===== src/sdpq_pkg.sv =====
`timescale 1ns / 1ps

package sdpq_pkg;

   // fixed field widths of the request and response channels
   localparam int KEY_W    = 16;
   localparam int TAG_W    = 8;
   localparam int STATUS_W = 2;
   localparam int OCC_W    = 5;

   typedef enum logic {
      OP_INSERT = 1'b0,
      OP_REMOVE = 1'b1
   } op_type;

   typedef enum logic [STATUS_W-1:0] {
      ST_OK    = 2'd0,
      ST_EMPTY = 2'd1,
      ST_FULL  = 2'd2
   } status_type;

   // controller to datapath commands
   typedef struct packed {
      logic load;   // capture the incoming request
      logic exec;   // apply the captured request and load the response register
   } cmd_type;

endpackage


===== src/sdpq_req_if.sv =====
`timescale 1ns / 1ps

interface sdpq_req_if;
   logic                          valid;
   logic                          ready;
   logic                          op;
   logic [sdpq_pkg::KEY_W-1:0]    key;
   logic [sdpq_pkg::TAG_W-1:0]    tag;

   modport source (output valid, output op, output key, output tag, input ready);
   modport sink   (input valid, input op, input key, input tag, output ready);
endinterface


===== src/sdpq_rsp_if.sv =====
`timescale 1ns / 1ps

interface sdpq_rsp_if;
   logic                          valid;
   logic                          ready;
   logic [sdpq_pkg::KEY_W-1:0]    out_key;
   logic [sdpq_pkg::TAG_W-1:0]    out_tag;
   logic [sdpq_pkg::STATUS_W-1:0] status;
   logic [sdpq_pkg::OCC_W-1:0]    occupancy;

   modport source (output valid, output out_key, output out_tag, output status,
                   output occupancy, input ready);
   modport sink   (input valid, input out_key, input out_tag, input status,
                   input occupancy, output ready);
endinterface


===== src/sdpq_ctrl.sv =====
`timescale 1ns / 1ps

module sdpq_ctrl (
   input  logic              clock,
   input  logic              reset,
   input  logic              in_valid,
   output logic              in_ready,
   output logic              out_valid,
   input  logic              out_ready,
   output sdpq_pkg::cmd_type cmd
);
   import sdpq_pkg::*;

   typedef enum logic {
      S_IDLE,
      S_EXEC
   } state_type;

   state_type state_ff;
   logic      out_valid_ff;

   assign in_ready  = (state_ff == S_IDLE);
   assign out_valid = out_valid_ff;

   // exec waits until the response register is free or being drained
   assign cmd.load = in_valid && (state_ff == S_IDLE);
   assign cmd.exec = (state_ff == S_EXEC) && (!out_valid_ff || out_ready);

   always_ff @(posedge clock) begin
      if (reset) begin
         state_ff     <= S_IDLE;
         out_valid_ff <= 1'b0;
      end else begin
         unique case (state_ff)
            S_IDLE: begin
               if (cmd.load) begin
                  state_ff <= S_EXEC;
               end
               if (out_valid_ff && out_ready) begin
                  out_valid_ff <= 1'b0;
               end
            end
            S_EXEC: begin
               if (cmd.exec) begin
                  state_ff     <= S_IDLE;
                  out_valid_ff <= 1'b1;
               end
            end
            default: begin
               state_ff <= S_IDLE;
            end
         endcase
      end
   end

   a_cmd_excl: assert property (@(posedge clock) disable iff (reset)
      !(cmd.load && cmd.exec))
      else $error("load and exec in the same cycle");

   a_load_to_exec: assert property (@(posedge clock) disable iff (reset)
      cmd.load |=> (state_ff == S_EXEC))
      else $error("accepted request not taken into exec");

   a_exec_gives_rsp: assert property (@(posedge clock) disable iff (reset)
      cmd.exec |=> (out_valid_ff && state_ff == S_IDLE))
      else $error("exec did not present a response");

endmodule


===== src/sdpq_datapath.sv =====
`timescale 1ns / 1ps

module sdpq_datapath #(
   parameter int CAPACITY = 16,
   parameter int KEY_BITS = 16
) (
   input  logic                            clock,
   input  logic                            reset,
   input  sdpq_pkg::cmd_type               cmd,
   input  logic                            in_op,
   input  logic [sdpq_pkg::KEY_W-1:0]      in_key,
   input  logic [sdpq_pkg::TAG_W-1:0]      in_tag,
   output logic [sdpq_pkg::KEY_W-1:0]      out_key,
   output logic [sdpq_pkg::TAG_W-1:0]      out_tag,
   output logic [sdpq_pkg::STATUS_W-1:0]   out_status,
   output logic [sdpq_pkg::OCC_W-1:0]      out_occupancy
);
   import sdpq_pkg::*;

   localparam int CNT_W = $clog2(CAPACITY + 1);
   localparam logic [CNT_W-1:0] CAP_CNT = CNT_W'(CAPACITY);

   // captured request
   op_type              op_ff;
   logic [KEY_BITS-1:0] key_ff;
   logic [TAG_W-1:0]    tag_ff;

   // cell chain, cell 0 holds the largest key
   logic [KEY_BITS-1:0] cell_key_ff [CAPACITY];
   logic [TAG_W-1:0]    cell_tag_ff [CAPACITY];
   logic [KEY_BITS-1:0] cell_key_in [CAPACITY];
   logic [TAG_W-1:0]    cell_tag_in [CAPACITY];
   logic [CNT_W-1:0]    count_ff;
   logic [CNT_W-1:0]    count_in;

   // response register
   logic [KEY_W-1:0]    out_key_ff;
   logic [TAG_W-1:0]    out_tag_ff;
   status_type          status_ff;
   logic [OCC_W-1:0]    occ_ff;

   logic [KEY_W-1:0]    res_key;
   logic [TAG_W-1:0]    res_tag;
   status_type          res_status;

   // neighbour views for shifting
   logic [KEY_BITS-1:0] up_key   [CAPACITY];
   logic [TAG_W-1:0]    up_tag   [CAPACITY];
   logic [KEY_BITS-1:0] down_key [CAPACITY];
   logic [TAG_W-1:0]    down_tag [CAPACITY];
   logic [CAPACITY-1:0] take;
   logic [CAPACITY-1:0] take_prev;

   always_comb begin
      up_key[0] = key_ff;
      up_tag[0] = tag_ff;
      for (int i = 1; i < CAPACITY; i++) begin
         up_key[i] = cell_key_ff[i-1];
         up_tag[i] = cell_tag_ff[i-1];
      end
      for (int i = 0; i < CAPACITY - 1; i++) begin
         down_key[i] = cell_key_ff[i+1];
         down_tag[i] = cell_tag_ff[i+1];
      end
      down_key[CAPACITY-1] = cell_key_ff[CAPACITY-1];
      down_tag[CAPACITY-1] = cell_tag_ff[CAPACITY-1];
   end

   // a cell is displaced when empty or its key is not above the new key
   always_comb begin
      for (int i = 0; i < CAPACITY; i++) begin
         take[i] = (CNT_W'(i) >= count_ff) || (cell_key_ff[i] <= key_ff);
      end
   end

   assign take_prev = {take[CAPACITY-2:0], 1'b0};

   always_comb begin
      res_key    = '0;
      res_tag    = '0;
      res_status = ST_OK;
      count_in   = count_ff;
      for (int i = 0; i < CAPACITY; i++) begin
         cell_key_in[i] = cell_key_ff[i];
         cell_tag_in[i] = cell_tag_ff[i];
      end
      unique case (op_ff)
         OP_INSERT: begin
            if (count_ff == CAP_CNT) begin
               res_status = ST_FULL;
            end else begin
               for (int i = 0; i < CAPACITY; i++) begin
                  if (take[i]) begin
                     // first displaced cell takes the new entry, the rest move down
                     cell_key_in[i] = take_prev[i] ? up_key[i] : key_ff;
                     cell_tag_in[i] = take_prev[i] ? up_tag[i] : tag_ff;
                  end
               end
               count_in = count_ff + CNT_W'(1);
            end
         end
         OP_REMOVE: begin
            if (count_ff == '0) begin
               res_status = ST_EMPTY;
            end else begin
               res_key = KEY_W'(cell_key_ff[0]);
               res_tag = cell_tag_ff[0];
               for (int i = 0; i < CAPACITY; i++) begin
                  cell_key_in[i] = down_key[i];
                  cell_tag_in[i] = down_tag[i];
               end
               count_in = count_ff - CNT_W'(1);
            end
         end
         default: begin
            res_status = ST_OK;
         end
      endcase
   end

   always_ff @(posedge clock) begin
      if (reset) begin
         count_ff <= '0;
      end else if (cmd.exec) begin
         count_ff <= count_in;
      end
   end

   always_ff @(posedge clock) begin
      if (cmd.load) begin
         op_ff  <= op_type'(in_op);
         key_ff <= KEY_BITS'(in_key);
         tag_ff <= in_tag;
      end
      if (cmd.exec) begin
         for (int i = 0; i < CAPACITY; i++) begin
            cell_key_ff[i] <= cell_key_in[i];
            cell_tag_ff[i] <= cell_tag_in[i];
         end
         out_key_ff <= res_key;
         out_tag_ff <= res_tag;
         status_ff  <= res_status;
         occ_ff     <= OCC_W'(count_in);
      end
   end

   assign out_key       = out_key_ff;
   assign out_tag       = out_tag_ff;
   assign out_status    = status_ff;
   assign out_occupancy = occ_ff;

   a_count_bound: assert property (@(posedge clock) disable iff (reset)
      count_ff <= CAP_CNT)
      else $error("entry count above capacity");

   a_insert_grows: assert property (@(posedge clock) disable iff (reset)
      (cmd.exec && op_ff == OP_INSERT && count_ff != CAP_CNT)
      |=> (count_ff == $past(count_ff) + CNT_W'(1)))
      else $error("insert did not grow the queue");

   a_empty_flag: assert property (@(posedge clock) disable iff (reset)
      (cmd.exec && op_ff == OP_REMOVE && count_ff == '0)
      |=> (status_ff == ST_EMPTY && occ_ff == '0 && count_ff == '0))
      else $error("remove on empty queue mishandled");

endmodule


===== src/sorted_descending_priority_queue.sv =====
`timescale 1ns / 1ps

// bounded priority queue holding up to CAPACITY key/tag entries sorted by key,
// largest first; among equal keys the newest entry sits nearest the head
// req channel: op (insert or remove), key and tag; one request is taken
//    whenever req.ready is high, which is while no request is in flight
// rsp channel: exactly one response per request, carrying the removed key and
//    tag (zero otherwise), a status code and the occupancy after the request
// sequencing: an accepted request is held in the request register and applied to
//    the cell chain and response register once that register is free; no new
//    request is accepted before then, as set by the accept/update sequence of the
//    controller; each cell compares its key with the new one in parallel
// receiver stall: a waiting response sits in the response register, the next
//    request is still accepted and its update is held until that register drains
// reset: synchronous, clears the entry count and controller state only, so the
//    queue is empty at once; no clearing pass is run, the cells keep stale contents
module sorted_descending_priority_queue #(
   parameter int CAPACITY = 16,
   parameter int KEY_BITS = 16
) (
   input logic        clock,
   input logic        reset,
   sdpq_req_if.sink   req,
   sdpq_rsp_if.source rsp
);
   import sdpq_pkg::*;

   // controller to datapath command bundle
   cmd_type cmd;

   // sequencing: accept, update, hold response
   sdpq_ctrl u_ctrl (
      .clock     (clock),
      .reset     (reset),
      .in_valid  (req.valid),
      .in_ready  (req.ready),
      .out_valid (rsp.valid),
      .out_ready (rsp.ready),
      .cmd       (cmd)
   );

   // request capture, sorted cell chain and response register
   sdpq_datapath #(
      .CAPACITY (CAPACITY),
      .KEY_BITS (KEY_BITS)
   ) u_datapath (
      .clock         (clock),
      .reset         (reset),
      .cmd           (cmd),
      .in_op         (req.op),
      .in_key        (req.key),
      .in_tag        (req.tag),
      .out_key       (rsp.out_key),
      .out_tag       (rsp.out_tag),
      .out_status    (rsp.status),
      .out_occupancy (rsp.occupancy)
   );

endmodule


===== src/flat_wrapper.sv =====
// flat-port wrapper written by rule: the top's interface ports become plain ports
module sorted_descending_priority_queue_flat import sdpq_pkg::*;
#(
   parameter int CAPACITY = 16,
   parameter int KEY_BITS = 16
)
  (clock, reset, req_valid, req_op, req_key, req_tag, req_ready, rsp_valid, rsp_out_key, rsp_out_tag, rsp_status, rsp_occupancy, rsp_ready);
  sdpq_req_if req_i ();
  sdpq_rsp_if rsp_i ();
  input logic clock;
  input logic reset;
  input wire logic [$bits(req_i.valid)-1:0] req_valid;
  input wire logic [$bits(req_i.op)-1:0] req_op;
  input wire logic [$bits(req_i.key)-1:0] req_key;
  input wire logic [$bits(req_i.tag)-1:0] req_tag;
  output wire logic [$bits(req_i.ready)-1:0] req_ready;
  output wire logic [$bits(rsp_i.valid)-1:0] rsp_valid;
  output wire logic [$bits(rsp_i.out_key)-1:0] rsp_out_key;
  output wire logic [$bits(rsp_i.out_tag)-1:0] rsp_out_tag;
  output wire logic [$bits(rsp_i.status)-1:0] rsp_status;
  output wire logic [$bits(rsp_i.occupancy)-1:0] rsp_occupancy;
  input wire logic [$bits(rsp_i.ready)-1:0] rsp_ready;
  assign req_i.valid = req_valid;
  assign req_i.op = req_op;
  assign req_i.key = req_key;
  assign req_i.tag = req_tag;
  assign req_ready = req_i.ready;
  assign rsp_valid = rsp_i.valid;
  assign rsp_out_key = rsp_i.out_key;
  assign rsp_out_tag = rsp_i.out_tag;
  assign rsp_status = rsp_i.status;
  assign rsp_occupancy = rsp_i.occupancy;
  assign rsp_i.ready = rsp_ready;
  sorted_descending_priority_queue #(.CAPACITY(CAPACITY), .KEY_BITS(KEY_BITS)) u_core (.clock(clock), .reset(reset), .req(req_i), .rsp(rsp_i));
endmodule

===== config.mk =====
export PLATFORM = sky130hd
export DESIGN_NAME = sorted_descending_priority_queue_flat
export DESIGN_NICKNAME = d
export VERILOG_FILES = /design/src/sdpq_pkg.sv /design/src/sdpq_req_if.sv /design/src/sdpq_rsp_if.sv /design/src/sdpq_ctrl.sv /design/src/sdpq_datapath.sv /design/src/sorted_descending_priority_queue.sv /design/src/flat_wrapper.sv
export SDC_FILE = /design/constraint.sdc
export NUM_CORES = 1
export LEC_CHECK = 0
export BUFFER_PORTS_ARGS = -buffer_cell sky130_fd_sc_hd__buf_4
export CAP_MARGIN = 25
export CORE_MARGIN = 2
export CORE_UTILIZATION = 55
export CTS_BUF_LIST = sky130_fd_sc_hd__clkbuf_8
export CTS_CLUSTER_SIZE = 8
export DETAILED_ROUTE_END_ITERATION = 10
export HOLD_SLACK_MARGIN = 0.03
export PLACE_DENSITY_LB_ADDON = 0.2
export SETUP_SLACK_MARGIN = 0.1
export SLEW_MARGIN = 20
export SYNTH_ARGS = -nofsm -noshare
export SYNTH_HDL_FRONTEND = slang
export SYNTH_SLANG_ARGS = --single-unit
export TNS_END_PERCENT = 10

===== constraint.sdc =====
create_clock -name clock -period 7.86 [get_ports clock]
set_input_delay 0.393 -clock clock [delete_from_list [all_inputs] [get_ports clock]]
set_output_delay 0.393 -clock clock [all_outputs]
set_load 0.03 [all_outputs]

==> summary.txt, run 1 <==
Final layout
  – Share of cells above drive strength 1: 11.3%
  – Utilization after layout: 62.1%
  – Finished Cell Area: 30500 µm²
  – Final #Nets: 2852
  – Register area: 13400 µm²
  – # diodes: 0
  – Layout fillers: 3965
  – Multi-input gate area: 13300 µm²
  – Layout area overhead: 10.9%

Route
  – WL met2: 34.9 mm
  – Vias: 20500
  – Vias per cell: 6.23
  – Met1 Wirelength: 33.3 mm
  – Routed wl met3: 5.29 mm
  – DR top layer: met4
  – Initial drt markers: 2025
  – Total Wirelength: 76.3 mm
  – ANT nets after route: 0
  – DRC: 0
  – WL per Instance: 23.2 µm
  – DRT Pass-1 Iters: 7

Logic synthesis
  – Synth async-reset ratio: 0%
  – Seq cells post-synth: 447
  – Main synth FF type: edfxtp_1
  – Top cell type by total area after synthesis: edfxtp_1
  – Yosys warning count: 0
  – Post-Syn Area: 27500 µm²
  – Synth top area share: 48.0%
  – Number of synthesized flops with an enable pin: 440
  – Post-synth cell types: 60
  – Syn nets: 2764
  – Gate Count Post-Synth: 2474
  – Post-Syn Area per Cell: 11.1 µm²
  – Synth area leaders: edfxtp_1, mux2i_1, ha_1
  – Sequential area share after synthesis: 48.5%

Power
  – Pwr/cell area: 217 nW/µm²
  – Internal power: 0.00455 W
  – Combinational power share: 20.7%
  – Psw: 0.00206 W
  – Reg power frac: 46.8%
  – Clock Power Share: 32.4%
  – Leak Pwr: 11.1 nW
  – Switching Fraction: 31.2%
  – Peak supply drop: 0.123 mV

CTS
  – Setup Buffers After CTS: 0
  – Worst-path clk slew: 60 ps
  – Cts repair resizes: 0
  – # hold bufs at CTS: 28
  – TritonCTS buffer count: 80
  – CTS Sinks: 447
  – Clk root buf: clkbuf_8
  – CTS tree: done
  – H-tree depth: 3
  – Max clock buf depth: 3
  – Latest clock arrival within the worst-skew pair: 710 ps

Min path
  – Min-Delay Path Class: in -> reg
  – HP Start: req_key[6]
  – Hold Path Stages: 2
  – WHS Endpoint: u_core.u_datapath.key_ff[6]

Setup path
  – Worst Path Required: 8210 ps
  – Crit Path Category: reg -> reg
  – Startpoint class of the critical path: register
  – R2R depth: 10
  – Reg2reg start: u_core.u_datapath.key_ff[7]
  – Arrival time worst endpoint: 4590 ps
  – Reg-to-reg setup timing slack: 3620 ps
  – Buf/Inv on CP: 4
  – CP Max Fanout: 17
  – Critical Path, Cell by Cell: buf_4 -> inv_1 -> ha_1 -> a21oi_1 -> o21ai_0 -> a221o_1 -> o31a_1 -> buf_4 -> a21boi_2 -> buf_4
  – Crit-path slowest cell: o31a_1
  – Worst path most repeated cell: buf_4
  – Crit-path max cell delay: 600 ps
  – CP delay by family, top: compound AO/OA/AOI/OAI gates
  – Crit. End Element: register
  – RR Endpoint: u_core.u_datapath.cell_key_ff[1][89]

Die
  – Full die area: 51800 µm²
  – Die height: 228 µm
  – Row Count: 81
  – Starting density of the core: 56.0%
  – Die W: 228 µm
  – Core ar.: 49200 µm²
  – I/O Pins: 62

Timing
  – Unrepaired setup endpoints after global routing: no
  – Final setup vio count: 0
  – Slew @ Worst Pin: 1030 ps
  – Final hold violation count: 0
  – Slew Limit Headroom: 31.3%
  – Max Freq: 236 MHz
  – Setup TNS: 0 ps
  – Tcrit/Tclk final: 53.9%
  – Hold slack: 422 ps
  – Skew final: 60.9 ps
  – Slew Viols, Final: 0
  – Crit path time final: 4240 ps

Place
  – Total placed instance area: 28600 µm²
  – Post-DP HPWL: 52.9 mm
  – PortBufs: 61
  – Global placement routability congestion: 1.00

Global routing
  – Initial antenna violation count: 0
  – Number of global-route vias before repair: 20100
  – Grt total ovfl: 0
  – First-pass GRT wire length: 117 mm
  – Pin count of the biggest net entering global routing: 224
  – Tot GR Track Use: 29.5%

Job
  – Max-cap viol count: 0

Status
  – Status: finished, final reports clean
-- state kept, by name, indices dropped and copies added, names as in the netlist --
register	cells
u_core.u_ctrl.out_valid	1
u_core.u_datapath.cell_tag_ff	128
u_core.u_datapath.out_key	16
u_core.u_datapath.op_ff	1
u_core.u_datapath.count_ff	5
u_core.u_datapath.out_tag	8
u_core.u_datapath.cell_key_ff	256
u_core.u_datapath.out_occupancy	5
u_core.u_datapath.tag_ff	8
u_core.u_ctrl.state_ff	1
u_core.u_datapath.out_status	2
u_core.u_datapath.key_ff	16
-- layout by cell type, fill, tap and decap left out, drive strengths merged, types with 7 or more instances in the layout --
cell and n:
a211oi 7, o21a 8, nand4 46, a221oi 9, clkbuf 89, o21ai 379, ha 261, nor2b 10
inv 69, nand2b 16, a21o 12, a21boi 16, clkinv 25, a21oi 99, a22o 10, mux2 25
mux2i 337, edfxtp 440, buf 125, dfxtp 7, nand2 411, a31oi 16, nor4 12, and2 27
nor2 47, dlygate4sd3 28, o22ai 15, o211ai 7, nand3 18
-- synth_stat cells (7+ instances only) --
cell type,n
edfxtp_1,440
nand2_1,411
mux2i_1,337
o21ai_1,288
ha_1,261
a21oi_1,99
o21ai_0,90
clkbuf_1,89
nor2_1,47
nand4_1,46
inv_1,45
buf_6,28
and2_1,27
mux2_2,25
buf_2,24
nand3_1,18
nand2b_1,16
o22ai_1,15
a21boi_0,13
a21o_1,12
a31oi_4,12
a22o_1,10
nor2b_1,10
a221oi_1,9
o21a_1,8
a211oi_1,7
dfxtp_1,7
nor4_2,7
o211ai_1,7
-- power groups by stage --
stage / logic (W) / registers, W / clock network, W
global route: 0.00150 / 0.00311 / 0.00227
global placement: 0.00129 / 0.00313 / 0
finish: 0.00137 / 0.00310 / 0.00214
detailed placement: 0.00134 / 0.00314 / 0
floorplan: 0.000951 / 0.00309 / 0
CTS: 0.00135 / 0.00309 / 0.00219
-- how the worst max path moves through the flow --
| stage | from | to | slack [ps] | cells past startpoint |
|---|---|---|---|---|
| 4_1_cts | u_core.u_datapath.key_ff[7] | u_core.u_datapath.cell_key_ff[1][89] | 3640 | 10 |
| 3_3_place_gp | u_core.u_datapath.key_ff[3] | u_core.u_datapath.cell_key_ff[1][107] | 3580 | 8 |
| 5_1_grt | u_core.u_datapath.key_ff[3] | u_core.u_datapath.cell_key_ff[1][89] | 3400 | 9 |
| 3_5_place_dp | u_core.u_datapath.key_ff[7] | u_core.u_datapath.cell_key_ff[1][88] | 3690 | 10 |
| 6_report | u_core.u_datapath.key_ff[7] | u_core.u_datapath.cell_key_ff[1][89] | 3620 | 10 |
| 2_1_floorplan | u_core.u_datapath.key_ff[5] | u_core.u_datapath.cell_key_ff[1][80] | 3210 | 10 |
-- final cells by class --
class / instances / area share (%)
Clock buffer: 89 / 4.01
Clock inverter: 55 / 1.05
Inverter: 45 / 0.553
Multi-Input combinational cell: 1835 / 43.6
Sequential cell: 447 / 43.7
Tap cell: 664 / 2.72
Timing Repair Buffer: 153 / 4.33
-- through the flow --
step,std cells,setup slack [ps],total power [W]
6_report,3288,3620,0.00662
5_1_grt,3288,3400,0.00689
4_1_cts,3285,3640,0.00663
3_5_place_dp,3113,3690,0.00447
3_3_place_gp,3111,3580,0.00442
2_1_floorplan,2474,3210,0.00404
-- kinds of logic after synthesis --
logic type	after synthesis	share of synthesized area [%]
AOI/OAI and AO/OA	607	13.0
xor gates and xnor gates	5	0.159
adders and majority gates	261	11.9
buffers and inverters	192	3.55
DFF	447	48.5
muxes	362	13.3
and+or+nand+nor	600	9.61
-- layer usage --
metal,global-route usage (%),up-vias
met5,0,-
met4,12.5,0
met3,4.13,155
met2,46.5,852
met1,40.9,10000
li1,-,9454
Note: power is estimated with default switching activity, not from simulation.
==> inputs of run 2 (changes only) <==
==> constraint.sdc (replaced) <==
create_clock -name clock -period 3.65 [get_ports clock]
set_input_delay 0.1825 -clock clock [delete_from_list [all_inputs] [get_ports clock]]
set_output_delay 0.1825 -clock clock [all_outputs]
set_load 0.03 [all_outputs]
==> summary.txt, run 2 (synthesized netlist as in run 1, its figures left out) <==
Status
  – Status: finished, final reports clean

Place
  – Global placement routability congestion: 0.947 (-5.3%)
  – Post-DP HPWL: 50.3 mm (-5.0%)
  – PortBufs: 61 (unchanged)
  – Pre-CTS setup slack: 281 ps (-3410 ps)
  – Total placed instance area: 29000 µm² (+1.3%)

Die
  – Starting density of the core: 56.0% (unchanged)
  – I/O Pins: 62 (unchanged)
  – Full die area: 51800 µm² (unchanged)
  – Row Count: 81 (unchanged)
  – Die W: 228 µm (unchanged)
  – Die height: 228 µm (unchanged)
  – Core ar.: 49200 µm² (unchanged)

CTS
  – Latest clock arrival within the worst-skew pair: 660 ps (-50 ps)
  – Clk root buf: clkbuf_8
  – TritonCTS buffer count: 80 (unchanged)
  – CTS Sinks: 447 (unchanged)
  – Max clock buf depth: 3 (unchanged)
  – CTS tree: done
  – Worst-path clk slew: 50 ps (about the same)
  – Cts repair resizes: 0 (unchanged)
  – H-tree depth: 3 (unchanged)

Route
  – Initial drt markers: 1989 (-1.8%)
  – Total Wirelength: 69.7 mm (-8.5%)
  – DRC: 0 (unchanged)
  – DRT Pass-1 Iters: 6 (-1)
  – Vias: 20200 (-1.3%)
  – Vias per cell: 6.07 (-2.6%)
  – ANT nets after route: 0 (unchanged)
  – WL per Instance: 20.9 µm (-9.8%)

Final layout
  – Largest Register: u_core.u_datapath.cell_key_ff
  – Number of flip-flops in the largest register: 256 (unchanged)
  – Layout fillers: 3930 (-0.88%)
  – Finished Cell Area: 30800 µm² (+0.98%)
  – Share of cells above drive strength 1: 12.7% (+1.4 points)
  – Commonest non-fill, non-tap cell in the layout: edfxtp_1
  – Final #Nets: 2900 (+1.7%)
  – Regs by FF count: u_core.u_datapath.cell_key_ff (256), u_core.u_datapath.cell_tag_ff (128)
  – # diodes: 0 (unchanged)
  – Most frequent cells in the layout: edfxtp_1, nand2_1, mux2i_1, o21ai_1, ha_1
  – Layout area overhead: 12.0%

Setup path
  – Crit Path Category: reg -> reg
  – Reg2reg start: u_core.u_datapath.key_ff[11]
  – Startpoint class of the critical path: register
  – CP Max Fanout: 13 (-4)
  – Crit-path max cell delay: 520 ps (-80 ps)
  – RR Endpoint: u_core.u_datapath.cell_key_ff[0][126]
  – Critical Path, Cell by Cell: inv_1 -> buf_4 -> ha_1 -> nand4_1 -> nor4_2 -> o21ai_1 -> a31oi_4 -> buf_4 -> mux2i_1 -> o21ai_1
  – Worst Path Required: 4050 ps (-4160 ps)
  – Arrival time worst endpoint: 3780 ps (-810 ps)
  – Crit. End Element: register
  – Crit-path slowest cell: a31oi_4
  – Reg-to-reg setup timing slack: 270 ps (-3360 ps)
  – R2R depth: 10 (unchanged)

Timing
  – Final setup vio count: 0 (unchanged)
  – Tcrit/Tclk final: 92.7% (+39 points)
  – Slew @ Worst Pin: 1020 ps (-9.27 ps)
  – Max Freq: 296 MHz (+25%)
  – Crit path time final: 3380 ps (-853 ps)
  – Worst Slack Setup Final: 267 ps (-3360 ps)
  – Slew Limit Headroom: 32.0% (+0.72 points)
  – Skew final: 27.1 ps (-33.9 ps)
  – Slew Viols, Final: 0 (unchanged)
  – Unrepaired setup endpoints after global routing: no
  – Final hold violation count: 0 (unchanged)

Power
  – Pwr/cell area: 456 nW/µm² (+110%)
  – Peak supply drop: 0.288 mV (+130%)
  – Leak Pwr: 11.4 nW (+2.1%)

Global routing
  – First-pass GRT wire length: 110 mm (-6.2%)
  – Grt total ovfl: 0 (unchanged)
  – Initial antenna violation count: 0 (unchanged)
  – Tot GR Track Use: 27.2% (-2.3 points)
  – Pin count of the biggest net entering global routing: 177 (-21%)
  – Number of global-route vias before repair: 20400 (+1.4%)

Min path
  – HP Start: req_key[9]
  – Min-Delay Path Class: in -> reg
  – WHS Endpoint: u_core.u_datapath.key_ff[9]
  – Hold Path Stages: 2 (unchanged)

Job
  – Max-cap viol count: 0 (unchanged)
[run 2: cell types whose count changed in the layout (fill, tap and decap cells not counted), sizes merged]
cell,delta
inv,-1
buf,+48
clkinvlp,-2
clkbuf,+1
clkinv,-1
[run 2: layout make-up]
cell class | instances | area (µm²) | share of cell area (%)
Sequential cell | 447 | 13400 | 43.3
Tap cell | 664 | 831 | 2.70
Multi-Input combinational cell | 1835 | 13300 | 43.1
Inverter | 45 | 169 | 0.548
Timing Repair Buffer | 201 | 1690 | 5.49
Clock inverter | 51 | 260 | 0.844
Clock buffer | 90 | 1240 | 4.02
[run 2: how the worst max path moves through the flow]
| stage | from | to | depth (start not counted) |
|---|---|---|---|
| after global placement | u_core.u_datapath.key_ff[5] | u_core.u_datapath.cell_key_ff[0][26] | 9 |
| after detailed placement | u_core.u_datapath.key_ff[10] | u_core.u_datapath.cell_tag_ff[0][51] | 10 |
| after global routing | u_core.u_datapath.key_ff[5] | u_core.u_datapath.cell_key_ff[0][28] | 9 |
| after CTS | u_core.u_datapath.key_ff[10] | u_core.u_datapath.cell_tag_ff[0][51] | 10 |
| final | u_core.u_datapath.key_ff[11] | u_core.u_datapath.cell_key_ff[0][126] | 10 |
| after floorplan | u_core.u_datapath.key_ff[5] | u_core.u_datapath.cell_key_ff[1][64] | 10 |
[run 2: timing repair]
item | in CTS | in global routing
hold endpoints to repair | 32 | 0
setup buffers | 0 | 6
endpoints found under the setup margin | 0 | 7
hold buffers | 28 | 0
[run 2: per-stage QoR]
stage | hold WS (ps) | util [%] | setup TNS [ps] | total power [W] | cells
6_report | 245 | 62.7 | 0 | 0.0141 | 3333
3_5_place_dp | 362 | 59.0 | 0 | 0.00960 | 3158
2_1_floorplan | 252 | - | -67800 | 0.00869 | 2474
4_1_cts | 202 | 62.6 | 0 | 0.0141 | 3327
5_1_grt | 216 | 62.7 | 0 | 0.0147 | 3333
3_3_place_gp | 361 | 59.0 | 0 | 0.00948 | 3158
[run 2: report_power, final]
group / total (W) / internal [W] / switching [W]
combinational: 0.00295 / 0.00117 / 0.00178
sequential: 0.00663 / 0.00628 / 0.000351
clock: 0.00447 / 0.00238 / 0.00209
total: 0.0141 / 0.00984 / 0.00422
[run 2: routing by layer]
| layer | GRT usage [%] | wire, µm | vias up | share of wire (%) |
|---|---|---|---|---|
| met3 | 4.32 | 4430 | 131 | 6.4 |
| met2 | 43.8 | 32400 | 803 | 46 |
| met4 | 9.47 | 2020 | 0 | 2.9 |
| met5 | 0 | 0 | - | 0 |
| met1 | 37.6 | 30900 | 9737 | 44 |
| li1 | - | - | 9551 | - |
[run 2: worst max-delay path: cells and delay by family (launching register included)]
kind            cells  cell delay, ps
compound gates      3             830
fa+ha+maj           1             230
buf+inv             3             770
flops               1             390
mux                 1             250
simple gates        2             640
